$ cat config.mk
export PLATFORM = sky130hd
export DESIGN_NAME = three_channel_root_counter_unit
export DESIGN_NICKNAME = d
export VERILOG_FILES = /design/src/hdl/tcrc_pkg.sv /design/src/hdl/three_channel_root_counter_unit.sv /design/src/hdl/tcrc_timer.sv
export SDC_FILE = /design/constraint.sdc
export NUM_CORES = 1
export LEC_CHECK = 0
export BUFFER_PORTS_ARGS = -buffer_cell sky130_fd_sc_hd__buf_2
export CORE_MARGIN = 4
export CORE_UTILIZATION = 61
export CTS_BUF_LIST = sky130_fd_sc_hd__clkbuf_16
export CTS_CLUSTER_DIAMETER = 50
export DETAILED_ROUTE_END_ITERATION = 8
export HOLD_SLACK_MARGIN = 0.12
export PLACE_DENSITY = 0.79
export REMOVE_ABC_BUFFERS = 1
export SYNTH_ARGS = -nofsm -noshare
export SYNTH_HDL_FRONTEND = slang
export SYNTH_SLANG_ARGS = --single-unit
$ cat constraint.sdc
create_clock -name clk -period 5.9 [get_ports clk]
set_input_delay 0.59 -clock clk [delete_from_list [all_inputs] [get_ports clk]]
set_output_delay 0.59 -clock clk [all_outputs]
set_load 0.02 [all_outputs]
$ cat src/hdl/tcrc_pkg.sv
`timescale 1ns / 1ps

package tcrc_pkg;

    localparam int TIMER_COUNT = 3;
    localparam int IRQ_WIDTH   = 3;

    // Command codes
    localparam logic [2:0] CMD_READ      = 3'd0;
    localparam logic [2:0] CMD_WRITE     = 3'd1;
    localparam logic [2:0] CMD_TICK      = 3'd2;
    localparam logic [2:0] CMD_HBLANK    = 3'd3;
    localparam logic [2:0] CMD_CLEAR_IRQ = 3'd4;

    // Register select codes, offset bits 2:1
    localparam logic [1:0] REG_VALUE  = 2'd0;
    localparam logic [1:0] REG_MODE   = 2'd1;
    localparam logic [1:0] REG_TARGET = 2'd2;

    // Sync mode codes, mode bits 3:2
    localparam logic [1:0] SYNC_PRESCALE = 2'd1;
    localparam logic [1:0] SYNC_HBLANK   = 2'd2;
    localparam logic [1:0] SYNC_GATE     = 2'd3;

    // Mode bit positions
    localparam int MODE_GATE_BIT       = 0;
    localparam int MODE_TARGET_EN_BIT  = 10;
    localparam int MODE_WRAP_EN_BIT    = 11;
    localparam int MODE_TARGET_IRQ_BIT = 12;
    localparam int MODE_WRAP_IRQ_BIT   = 13;

    typedef struct packed {
        logic        tick;
        logic        clr_value;
        logic        wr_mode;
        logic        wr_target;
        logic        clr_irq;
        logic        hblank;
        logic [15:0] cycles;
        logic [15:0] data;
    } timer_ctl_t;

    typedef struct packed {
        logic [15:0] count;
        logic [15:0] mode_rd;
        logic [15:0] target;
        logic        irq_next;
    } timer_status_t;

endpackage

$ cat src/hdl/three_channel_root_counter_unit.sv
`timescale 1ns / 1ps

// Three 16-bit root counters behind a 16-bit register bus.
// Item channel (item_valid/item_ready): cmd selects a bus read, a bus write,
// a tick of tick_cycles system clocks, a new hblank level, or an irq clear
// for timer_select. offset bits 5:4 pick the timer, bits 2:1 the register
// (value, mode, target).
// Result channel (result_valid/result_ready): exactly one transfer per item,
// carrying read_data (zero unless a valid read) and irq_lines after the item.
// An accepted item lands in an input register and is processed from there;
// its result is loaded into the result register as it is processed, and a
// held result stalls processing. Throughput is one item per cycle while the
// receiver keeps result_ready high; the limit is the single combinational
// pass through the timer update logic. While result_ready is low the result
// is held, one further item may sit in the input register, and item_ready
// drops once both are occupied. Reset clears all counters, modes, targets,
// flags, the hblank level and the valid flags of both pipeline stages.
module three_channel_root_counter_unit
(
    input  logic        clk,
    input  logic        rst_n,
    input  logic        item_valid,
    output logic        item_ready,
    input  logic [2:0]  cmd,
    input  logic [5:0]  offset,
    input  logic [15:0] write_data,
    input  logic [15:0] tick_cycles,
    input  logic        hblank_level,
    input  logic [1:0]  timer_select,
    output logic        result_valid,
    input  logic        result_ready,
    output logic [15:0] read_data,
    output logic [2:0]  irq_lines
);
    import tcrc_pkg::*;

    localparam logic [2:0] TIMER_LIMIT = 3'(TIMER_COUNT);

    logic        stage_valid_reg, stage_valid_next;
    logic [2:0]  cmd_reg;
    logic [5:0]  offset_reg;
    logic [15:0] data_reg;
    logic [15:0] cycles_reg;
    logic        level_reg;
    logic [1:0]  sel_reg;
    logic        hblank_reg, hblank_next;
    logic        res_valid_reg, res_valid_next;
    logic [15:0] rd_reg;
    logic [2:0]  irq_reg;

    logic          fire;
    logic          take;
    logic [1:0]    t_idx;
    logic [1:0]    r_idx;
    logic          t_ok;
    logic          sel_ok;
    logic [15:0]   rd_value;
    logic [2:0]    irq_value;
    timer_ctl_t    ctl [TIMER_COUNT];
    timer_status_t status [TIMER_COUNT];

    assign fire       = stage_valid_reg && (!res_valid_reg || result_ready);
    assign item_ready = !stage_valid_reg || fire;
    assign take       = item_valid && item_ready;

    assign t_idx  = offset_reg[5:4];
    assign r_idx  = offset_reg[2:1];
    assign t_ok   = {1'b0, t_idx} < TIMER_LIMIT;
    assign sel_ok = {1'b0, sel_reg} < TIMER_LIMIT;

    genvar g;
    generate
        for (g = 0; g < TIMER_COUNT; g++)
        begin : g_timer
            logic hit;
            logic sel_hit;
            assign hit     = fire && (t_idx == 2'(g)) && (cmd_reg == CMD_WRITE);
            assign sel_hit = fire && (sel_reg == 2'(g)) && (cmd_reg == CMD_CLEAR_IRQ);

            assign ctl[g].tick      = fire && (cmd_reg == CMD_TICK);
            assign ctl[g].clr_value = hit && (r_idx == REG_VALUE);
            assign ctl[g].wr_mode   = hit && (r_idx == REG_MODE);
            assign ctl[g].wr_target = hit && (r_idx == REG_TARGET);
            assign ctl[g].clr_irq   = sel_hit && sel_ok;
            assign ctl[g].hblank    = hblank_reg;
            assign ctl[g].cycles    = cycles_reg;
            assign ctl[g].data      = data_reg;

            tcrc_timer u_timer
            (
                .clk    (clk),
                .rst_n  (rst_n),
                .ctl    (ctl[g]),
                .status (status[g])
            );
        end
    endgenerate

    always_comb
    begin
        rd_value = 16'd0;
        for (int i = 0; i < TIMER_COUNT; i++)
        begin
            if (t_idx == 2'(i))
            begin
                case (r_idx)
                    REG_VALUE:  rd_value = status[i].count;
                    REG_MODE:   rd_value = status[i].mode_rd;
                    REG_TARGET: rd_value = status[i].target;
                    default:    rd_value = 16'd0;
                endcase
            end
        end
        if (!t_ok || (cmd_reg != CMD_READ))
        begin
            rd_value = 16'd0;
        end
        irq_value = 3'd0;
        for (int i = 0; i < IRQ_WIDTH; i++)
        begin
            if (i < TIMER_COUNT)
            begin
                irq_value[i] = status[i].irq_next;
            end
        end
    end

    always_comb
    begin
        stage_valid_next = stage_valid_reg;
        if (take)
        begin
            stage_valid_next = 1'b1;
        end
        else if (fire)
        begin
            stage_valid_next = 1'b0;
        end

        res_valid_next = res_valid_reg;
        if (fire)
        begin
            res_valid_next = 1'b1;
        end
        else if (result_ready)
        begin
            res_valid_next = 1'b0;
        end

        hblank_next = hblank_reg;
        if (fire && (cmd_reg == CMD_HBLANK))
        begin
            hblank_next = level_reg;
        end
    end

    always_ff @(posedge clk or negedge rst_n)
    begin
        if (!rst_n)
        begin
            stage_valid_reg <= 1'b0;
            res_valid_reg   <= 1'b0;
            hblank_reg      <= 1'b0;
        end
        else
        begin
            stage_valid_reg <= stage_valid_next;
            res_valid_reg   <= res_valid_next;
            hblank_reg      <= hblank_next;
        end
    end

    always_ff @(posedge clk)
    begin
        if (take)
        begin
            cmd_reg    <= cmd;
            offset_reg <= offset;
            data_reg   <= write_data;
            cycles_reg <= tick_cycles;
            level_reg  <= hblank_level;
            sel_reg    <= timer_select;
        end
        if (fire)
        begin
            rd_reg  <= rd_value;
            irq_reg <= irq_value;
        end
    end

    assign result_valid = res_valid_reg;
    assign read_data    = rd_reg;
    assign irq_lines    = irq_reg;

endmodule

$ cat src/hdl/tcrc_timer.sv
`timescale 1ns / 1ps

module tcrc_timer
(
    input  logic                   clk,
    input  logic                   rst_n,
    input  tcrc_pkg::timer_ctl_t   ctl,
    output tcrc_pkg::timer_status_t status
);
    import tcrc_pkg::*;

    logic [15:0] count_reg, count_next;
    logic [15:0] mode_reg, mode_next;
    logic [15:0] target_reg, target_next;
    logic [2:0]  rest_reg, rest_next;
    logic        thit_reg, thit_next;
    logic        whit_reg, whit_next;
    logic        irq_reg, irq_next;

    logic [1:0]  sync;
    logic        running;
    logic [16:0] acc;
    logic [16:0] counts;
    logic [2:0]  rest_new;
    logic [15:0] new_count;
    logic        t_hit;
    logic        w_hit;

    always_comb
    begin
        sync    = mode_reg[3:2];
        running = !((sync == SYNC_HBLANK) && !ctl.hblank) &&
                  !((sync == SYNC_GATE) && !mode_reg[MODE_GATE_BIT]);
        acc     = {1'b0, ctl.cycles} + {14'd0, rest_reg};
        if (sync == SYNC_PRESCALE)
        begin
            counts   = {3'd0, acc[16:3]};
            rest_new = acc[2:0];
        end
        else
        begin
            counts   = acc;
            rest_new = 3'd0;
        end
        // the count wraps at 16 bits, so only the low bits of the step matter
        new_count = count_reg + counts[15:0];
        // no wrap correction on the target compare
        t_hit = mode_reg[MODE_TARGET_EN_BIT] && (count_reg < target_reg) &&
                (new_count >= target_reg);
        w_hit = mode_reg[MODE_WRAP_EN_BIT] && (new_count < count_reg);
    end

    always_comb
    begin
        count_next  = count_reg;
        mode_next   = mode_reg;
        target_next = target_reg;
        rest_next   = rest_reg;
        thit_next   = thit_reg;
        whit_next   = whit_reg;
        irq_next    = irq_reg;
        if (ctl.tick && running)
        begin
            rest_next = rest_new;
            // hold count and flags when no whole count has elapsed
            if (counts != 17'd0)
            begin
                count_next = new_count;
                thit_next  = t_hit;
                whit_next  = w_hit;
                if ((t_hit && mode_reg[MODE_TARGET_IRQ_BIT]) ||
                    (w_hit && mode_reg[MODE_WRAP_IRQ_BIT]))
                begin
                    irq_next = 1'b1;
                end
            end
        end
        if (ctl.clr_value)
        begin
            count_next = 16'd0;
        end
        if (ctl.wr_mode)
        begin
            mode_next = ctl.data;
        end
        if (ctl.wr_target)
        begin
            target_next = ctl.data;
        end
        if (ctl.clr_irq)
        begin
            irq_next = 1'b0;
        end
    end

    always_ff @(posedge clk or negedge rst_n)
    begin
        if (!rst_n)
        begin
            count_reg  <= '0;
            mode_reg   <= '0;
            target_reg <= '0;
            rest_reg   <= '0;
            thit_reg   <= 1'b0;
            whit_reg   <= 1'b0;
            irq_reg    <= 1'b0;
        end
        else
        begin
            count_reg  <= count_next;
            mode_reg   <= mode_next;
            target_reg <= target_next;
            rest_reg   <= rest_next;
            thit_reg   <= thit_next;
            whit_reg   <= whit_next;
            irq_reg    <= irq_next;
        end
    end

    assign status.count    = count_reg;
    assign status.mode_rd  = {3'd0, whit_reg, thit_reg, 1'b0, mode_reg[9:0]};
    assign status.target   = target_reg;
    assign status.irq_next = irq_next;

    a_irq_set_by_tick: assert property (@(posedge clk) disable iff (!rst_n)
        $rose(irq_reg) |-> $past(ctl.tick))
        else $error("irq raised without a tick");

    a_irq_clear_by_cmd: assert property (@(posedge clk) disable iff (!rst_n)
        $fell(irq_reg) |-> $past(ctl.clr_irq))
        else $error("irq dropped without a clear");

    a_count_moves: assert property (@(posedge clk) disable iff (!rst_n)
        !$stable(count_reg) |-> $past(ctl.tick || ctl.clr_value))
        else $error("count changed without a tick or clear");

    a_rest_prescale: assert property (@(posedge clk) disable iff (!rst_n)
        ($past(ctl.tick && running) && (rest_reg != 3'd0)) |->
        ($past(sync) == SYNC_PRESCALE))
        else $error("prescaler remainder left outside prescale mode");

endmodule

# --- Yosys cells after proc, flatten, opt, wreduce, memory -nomap -nowiden ---
# Cells that the tools add are included.
# Widths: inputs -> output; s select.
op_classes:
  addsub: 6
  n_lt_le_gt_ge: 11
  n_eq_ne: 19
  n_mux: 37
  n_reduce_logical: 95
op_table:
  columns: ["operator", "count"]
  rows:
  - ["$mux 16", 12]
  - ["$pmux 16 s3", 3]
  - ["$lt 16x16->1", 6]
  - ["$logic_and 1x1->1", 55]
  - ["$add 16x3->17", 3]
  - ["$mux 17", 3]
  - ["$reduce_bool 17->1", 3]
  - ["$add 16x16->16", 3]
  - ["$ge 16x16->1", 3]
  - ["$eq 2x2->1 const B", 9]
  - ["$mux 1", 16]
  - ["$reduce_bool 2->1", 8]
  - ["$logic_not 1->1", 13]
  - ["$eq 2x1->1 const B", 6]
  - ["$reduce_and 2->1", 6]
  - ["$mux 3", 3]
  - ["$eq 3x2->1 const B", 2]
  - ["$logic_not 2->1", 3]
  - ["$logic_or 1x1->1", 6]
  - ["$lt 2x2->1 const B", 2]
  - ["$eq 3x1->1 const B", 1]
  - ["$eq 3x3->1 const B", 1]
  - ["$reduce_bool 3->1", 1]
word_totals:
  register_bits: 222
  inputBits: 48
  out_inout_bits: 21
  wordCells: 200

# --- Longest topological paths before layout ---
logic_depth:
  depth_word: 11
  ltp_mapped: 25
  mapped_depth_nobuf: 25

# --- By module ---
# From an unflattened synthesis, not the netlist that was laid out.
hier_totals:
  cells_unflattened: 1812
  hier_area_um2: 17519.3
by_module_without_submodules:
  columns: ["mod", "n_inst", "cells_each", "area_per_inst_um2"]
  rows:
  - ["tcrc_timer at g_timer[1].u_timer", 1, 512, 4643.2]
  - ["tcrc_timer at g_timer[2].u_timer", 1, 505, 4638.2]
  - ["tcrc_timer at g_timer[0].u_timer", 1, 517, 4598.2]
  - ["three_channel_root_counter_unit", 1, 278, 3639.7]

# --- Worst setup path before layout ---
# Ideal clock, no wire load.
synth_timing:
  path_type: "register to register"
  startpoint: "register cycles_reg[1]"
  endpoint: "register irq_reg[0] (netlist: irq_lines[0]) (data pin)"
  t_arrival_ps: 5072
  required_time_ps: 5715
  slack_ps: 643
  path_stages_with_launch: 25
  n_path_buf: 0
  synth_period_minus_slack_ps: 5257
  path_cell_list: "edfxtp_1 -> ha_1 -> a21o_1 -> a21oi_4 -> xnor2_1 -> nand2_1 -> nand2_1 -> ha_1 -> inv_1 -> fa_1 -> nor2b_1 -> o21ai_0 -> a21boi_0 -> o21ai_0 -> a21oi_1 -> nor2b_1 -> o311ai_0 -> ha_1 -> a21o_1 -> nand2_1 -> nand3b_1 -> or4_1 -> o22ai_1 -> a221oi_1 -> a211oi_1"
synth_via:
  elab_chain_len: 11
synth_lines:
  columns: ["element", "line", "text"]
  rows:
  - ["start: declaration", "three_channel_root_counter_unit.sv:43", "logic [15:0] cycles_reg;"]
  - ["start signal: assignment", "three_channel_root_counter_unit.sv:180", "cycles_reg <= tick_cycles;"]
  - ["$add 16x3->17 *", "tcrc_timer.sv:34", "acc = {1'b0, ctl.cycles} + {14'd0, rest_reg};"]
  - ["$mux 17 *", "tcrc_timer.sv:35", "if (sync == SYNC_PRESCALE)"]
  - ["$add 16x16->16", "tcrc_timer.sv:46", "new_count = count_reg + counts[15:0];"]
  - ["$ge 16x16->1 or $lt 16x16->1 (tied branches)", "tcrc_timer.sv:49, tcrc_timer.sv:50", null]
  - ["$logic_and 1x1->1 (on tied branches)", "tcrc_timer.sv:48, tcrc_timer.sv:50", null]
  - ["$logic_and 1x1->1 (on tied branches)", "tcrc_timer.sv:71, tcrc_timer.sv:72", null]
  - ["$logic_or 1x1->1", "tcrc_timer.sv:71", "if ((t_hit && mode_reg[MODE_TARGET_IRQ_BIT]) ||"]
  - ["$mux 1", "tcrc_timer.sv:71", null]
  - ["$mux 1 *", "tcrc_timer.sv:66", "if (counts != 17'd0)"]
  - ["$mux 1 *", "tcrc_timer.sv:62", "if (ctl.tick && running)"]
  - ["$mux 1 *", "tcrc_timer.sv:90", "if (ctl.clr_irq)"]
  - ["net g_timer[0].u_timer.irq_next", "tcrc_timer.sv:18", "logic irq_reg, irq_next;"]
  - ["end signal: assignment", "three_channel_root_counter_unit.sv:187", "irq_reg <= irq_value;"]
  - ["end: declaration", "three_channel_root_counter_unit.sv:49", "logic [2:0] irq_reg;"]
# Mark *: on every way through the listed nets, which the timed path passes. The rest lies on a longest branch.
# A chain may end at the register's enable or synchronous reset.

# --- Worst setup path in the final report ---
layout_timing:
  startpoint: "register cycles_reg[1]"
  endpoint: "register irq_reg[1] (netlist: irq_lines[1]) (data pin)"
layout_via:
  elab_chain_len: 11
layout_lines:
  columns: ["element", "line"]
  rows:
  - ["$add 16x3->17 *", "tcrc_timer.sv:34"]
  - ["$mux 17 *", "tcrc_timer.sv:35"]
  - ["$add 16x16->16", "tcrc_timer.sv:46"]
  - ["$ge 16x16->1 or $lt 16x16->1 (tied branches)", "tcrc_timer.sv:49, tcrc_timer.sv:50"]
  - ["$logic_and 1x1->1 (on tied branches)", "tcrc_timer.sv:48, tcrc_timer.sv:50"]
  - ["$logic_and 1x1->1 (on tied branches)", "tcrc_timer.sv:71, tcrc_timer.sv:72"]
  - ["$logic_or 1x1->1", "tcrc_timer.sv:71"]
  - ["$mux 1", "tcrc_timer.sv:71"]
  - ["$mux 1 *", "tcrc_timer.sv:66"]
  - ["$mux 1 *", "tcrc_timer.sv:62"]
  - ["$mux 1 *", "tcrc_timer.sv:90"]
  - ["net g_timer[1].u_timer.irq_next", "tcrc_timer.sv:18"]
# Marks and branches as above.

==> metrics.txt <==
outcome completed; met3 Usage GRT 0.0623; Worst Hold Class in2async; Leak 8.53 nW; WL/cell 22.6 um; drt initial violations 1251; largest net degree at the start of global routing 109; post-route ant nets 0; Tot GR Track Use 0.329; minimum hold slack 0.147 ns; Cells after Synth 1728; cts bufs inserted 30; setup TNS 0 ns; initial antenna violation count 0; clock power share 0.217; CP max stage delay 0.52 ns; core box area 26200 um^2; top_reg_cell synth dfrtp_1; area grow syn2layout 11.9%; pre-CTS WS 0.0349 ns; Clock Path Buffers 3; Gate power share 0.518; CTS Root Cell clkbuf_16; CTS tree done; Yosys top cell by area dfrtp_1; Syn Std Cell Area 16400 um^2; H-tree levels 1; drc violations 0; crit path launch cycles_reg[1]$_DFFE_PP_; Final HPWL DP 36800 um; switching power of the nets 0.00370 W; drt pass-1 iters 5; crit-path cells buf_4 -> ha_1 -> a21o_1 -> a21oi_1 -> buf_4 -> or3_1 -> and2_1 -> a21oi_1 -> ha_1 -> nor2b_1 -> o31a_1 -> nor2_1 -> o21ai_1 -> a311oi_1 -> xnor2_1 -> ha_1 -> a21oi_1 -> o22ai_1 -> a2111oi_0 -> o2111a_1 -> a221oi_1 -> a211oi_1; via/cell ratio 6.42; PortBufs 66; chip width 172 um; Die H 172 um; minimum clock period after layout 5.72 ns; CP Capture Type flop; total of max-cap violations 0; Setup-failing EPs final 0; Post-synth EDFFs 61; Synth cell types 76; vias in the first global route 13498; synth top area cells dfrtp_1, ha_1, edfxtp_1, mux2_2, mux2i_1; Nets 2053; Buffers & Inverters on Critical Path 2; Reg clk slew, reported paths 0.06 ns; Tot Pwr 0.00860 W; crit-path leading delay family compound AO/OA/AOI/OAI gates; grt peak-use layer met2; switching share of total power 0.431; Reg-to-Reg Start cycles_reg[1]$_DFFE_PP_; VDD IR max 363 uV; Yosys top cell area share 0.243; Max Slew Vio Count 0; Ports 69; routability cong. 1.03; starting density of the core 0.624; register area share after synthesis 0.355; Die ar. 29500 um^2; final worst slack 0.177 ns; clock latency on the worst-skew pair 0.57 ns; clock sinks 220; first-pass GRT wire length 75300 um; grt total ovfl 0; clk_skew 0.0103 ns; critical path arrival 6.08 ns; post-synthesis async set-or-reset flop share 0.723; FF+latch count, synth 220; Avg Inst Size Synth 9.46 um^2; Cell Rows 59; sequential share of power 0.265; pwr dens 470 nW/um^2; Slew headroom 0.114; Synth Warn # 0; share of the clock period used by the worst path 0.970; Worst EP required 6.25 ns; crit path kind reg2reg; slowest stage cell on the critical path edfxtp_1; maximum fanout along the worst path 13; Hold Vio Cnt, Final 0; Worst-Margin Slew 1.30 ns; GR met1 Demand/Resource 0.442; Max Clk Rate 175 MHz; CP Launch Type flop; via count 13885; ant diodes 0; global routing met2 resource utilization 0.526; Pint 0.00489 W; DRT Wirelength 49000 um; share of layout cells above drive strength 1 0.161
[worst reg2reg max path, stage by stage (launching register included)]
cell	delay [ns]
edfxtp_1	0.52
buf_4	0.19
ha_1	0.26
a21o_1	0.10
a21oi_1	0.06
buf_4	0.18
or3_1	0.37
and2_1	0.20
a21oi_1	0.29
ha_1	0.34
nor2b_1	0.17
o31a_1	0.27
nor2_1	0.14
o21ai_1	0.15
a311oi_1	0.35
xnor2_1	0.23
ha_1	0.31
a21oi_1	0.16
o22ai_1	0.10
a2111oi_0	0.44
o2111a_1	0.31
a221oi_1	0.09
a211oi_1	0.29
[cell type report]
cell class                      instances  area [um^2]
Multi-Input combinational cell       1315         9890
Fill cell                            1992         7900
Sequential cell                       220         5810
Clock buffer                           31          776
Timing Repair Buffer                  113          689
Inverter                              124          465
Tap cell                              335          419
Clock inverter                         25          255
[final timing paths]
check                                                               end  slack (ns)  depth (start not counted)
hold reg to reg              g_timer[1].u_timer.rest_reg[0]$_DFFE_PN0P_        0.49                          2
setup reg to reg                                 irq_lines[1]$_DFFE_PP_        0.18                         22
max in group asynchronous   g_timer[0].u_timer.count_reg[0]$_DFFE_PN0P_        4.41                          2
setup / recovery                                 irq_lines[1]$_DFFE_PP_        0.18                         22
hold / removal             g_timer[2].u_timer.target_reg[6]$_DFFE_PN0P_        0.15                          1
min in group clk                                  data_reg[8]$_DFFE_PP_        0.20                          1
[power groups by stage]
stage	logic (W)	clock network, W	registers (W)
CTS	0.00430	0.00188	0.00226
floorplan	0.00316	0	0.00210
detailed placement	0.00426	0	0.00228
finish	0.00445	0.00187	0.00227
global placement	0.00405	0	0.00227
global route	0.00498	0.00195	0.00230
[logic make-up after synthesis]
| group | synth area share |
|---|---|
| compound gates | 0.160 |
| xor+xnor | 0.0396 |
| fa+ha+maj | 0.157 |
| simple gates | 0.136 |
| flops | 0.355 |
| mux | 0.106 |
| buf+inv | 0.0462 |
[timing repair]
| item | 4_1_cts | 5_1_grt |
|---|---|---|
| endpoints found under the setup margin | 0 | 8 |
| gates resized for setup | 0 | 19 |
| buffers inserted | 0 | 6 |
| hold buffers | 0 | 0 |
| endpoints found under the hold margin | 0 | 0 |
[cell usage in the layout (no fill, tap or decap), types with 34 or more instances in the layout]
cell | Yosys | final
a211oi_1 | 39 | 36
a21o_1 | 34 | 34
a21oi_1 | 120 | 119
buf_2 | 10 | 65
buf_4 | 2 | 47
dfrtp_1 | 159 | 159
edfxtp_1 | 61 | 61
ha_1 | 195 | 195
inv_1 | 123 | 125
mux2_2 | 87 | 87
mux2i_1 | 66 | 65
nand2_1 | 154 | 154
nor2_1 | 122 | 115
o21ai_0 | 109 | 104
xnor2_1 | 52 | 50
[layer usage]
layer,up-vias,wire length [um]
li1,6423,-
met1,6691,20200
met2,632,22000
met3,139,4280
met4,0,2480
met5,-,0
[synth_stat cells (10+ instances only)]
library cell and instances:
a31oi_1 20, a21o_1 34, o21a_1 11, nor3_1 29, xnor2_1 52, edfxtp_1 61, a211oi_1 39, and2_1 11
o211ai_1 12, or3_1 16, nand4_1 19, nor2b_1 24, o22ai_1 15, mux2i_1 66, a21oi_1 120, nand2b_1 19
o21ai_0 109, xor2_1 22, nor2_1 122, ha_1 195, inv_1 123, dfrtp_1 159, nand3_1 26, buf_2 10
nand2_1 154, clkbuf_1 49, mux2_2 87
[metrics by stage]
stage	instances	utilization	area (um^2)
6_report	2163	0.698	18300
5_1_grt	2163	0.698	18300
4_1_cts	2157	0.694	18200
3_5_place_dp	2101	0.654	17200
3_3_place_gp	2101	0.654	17200
2_1_floorplan	1659	-	16100
No activity file was read; power rests on OpenSTA's default activity.
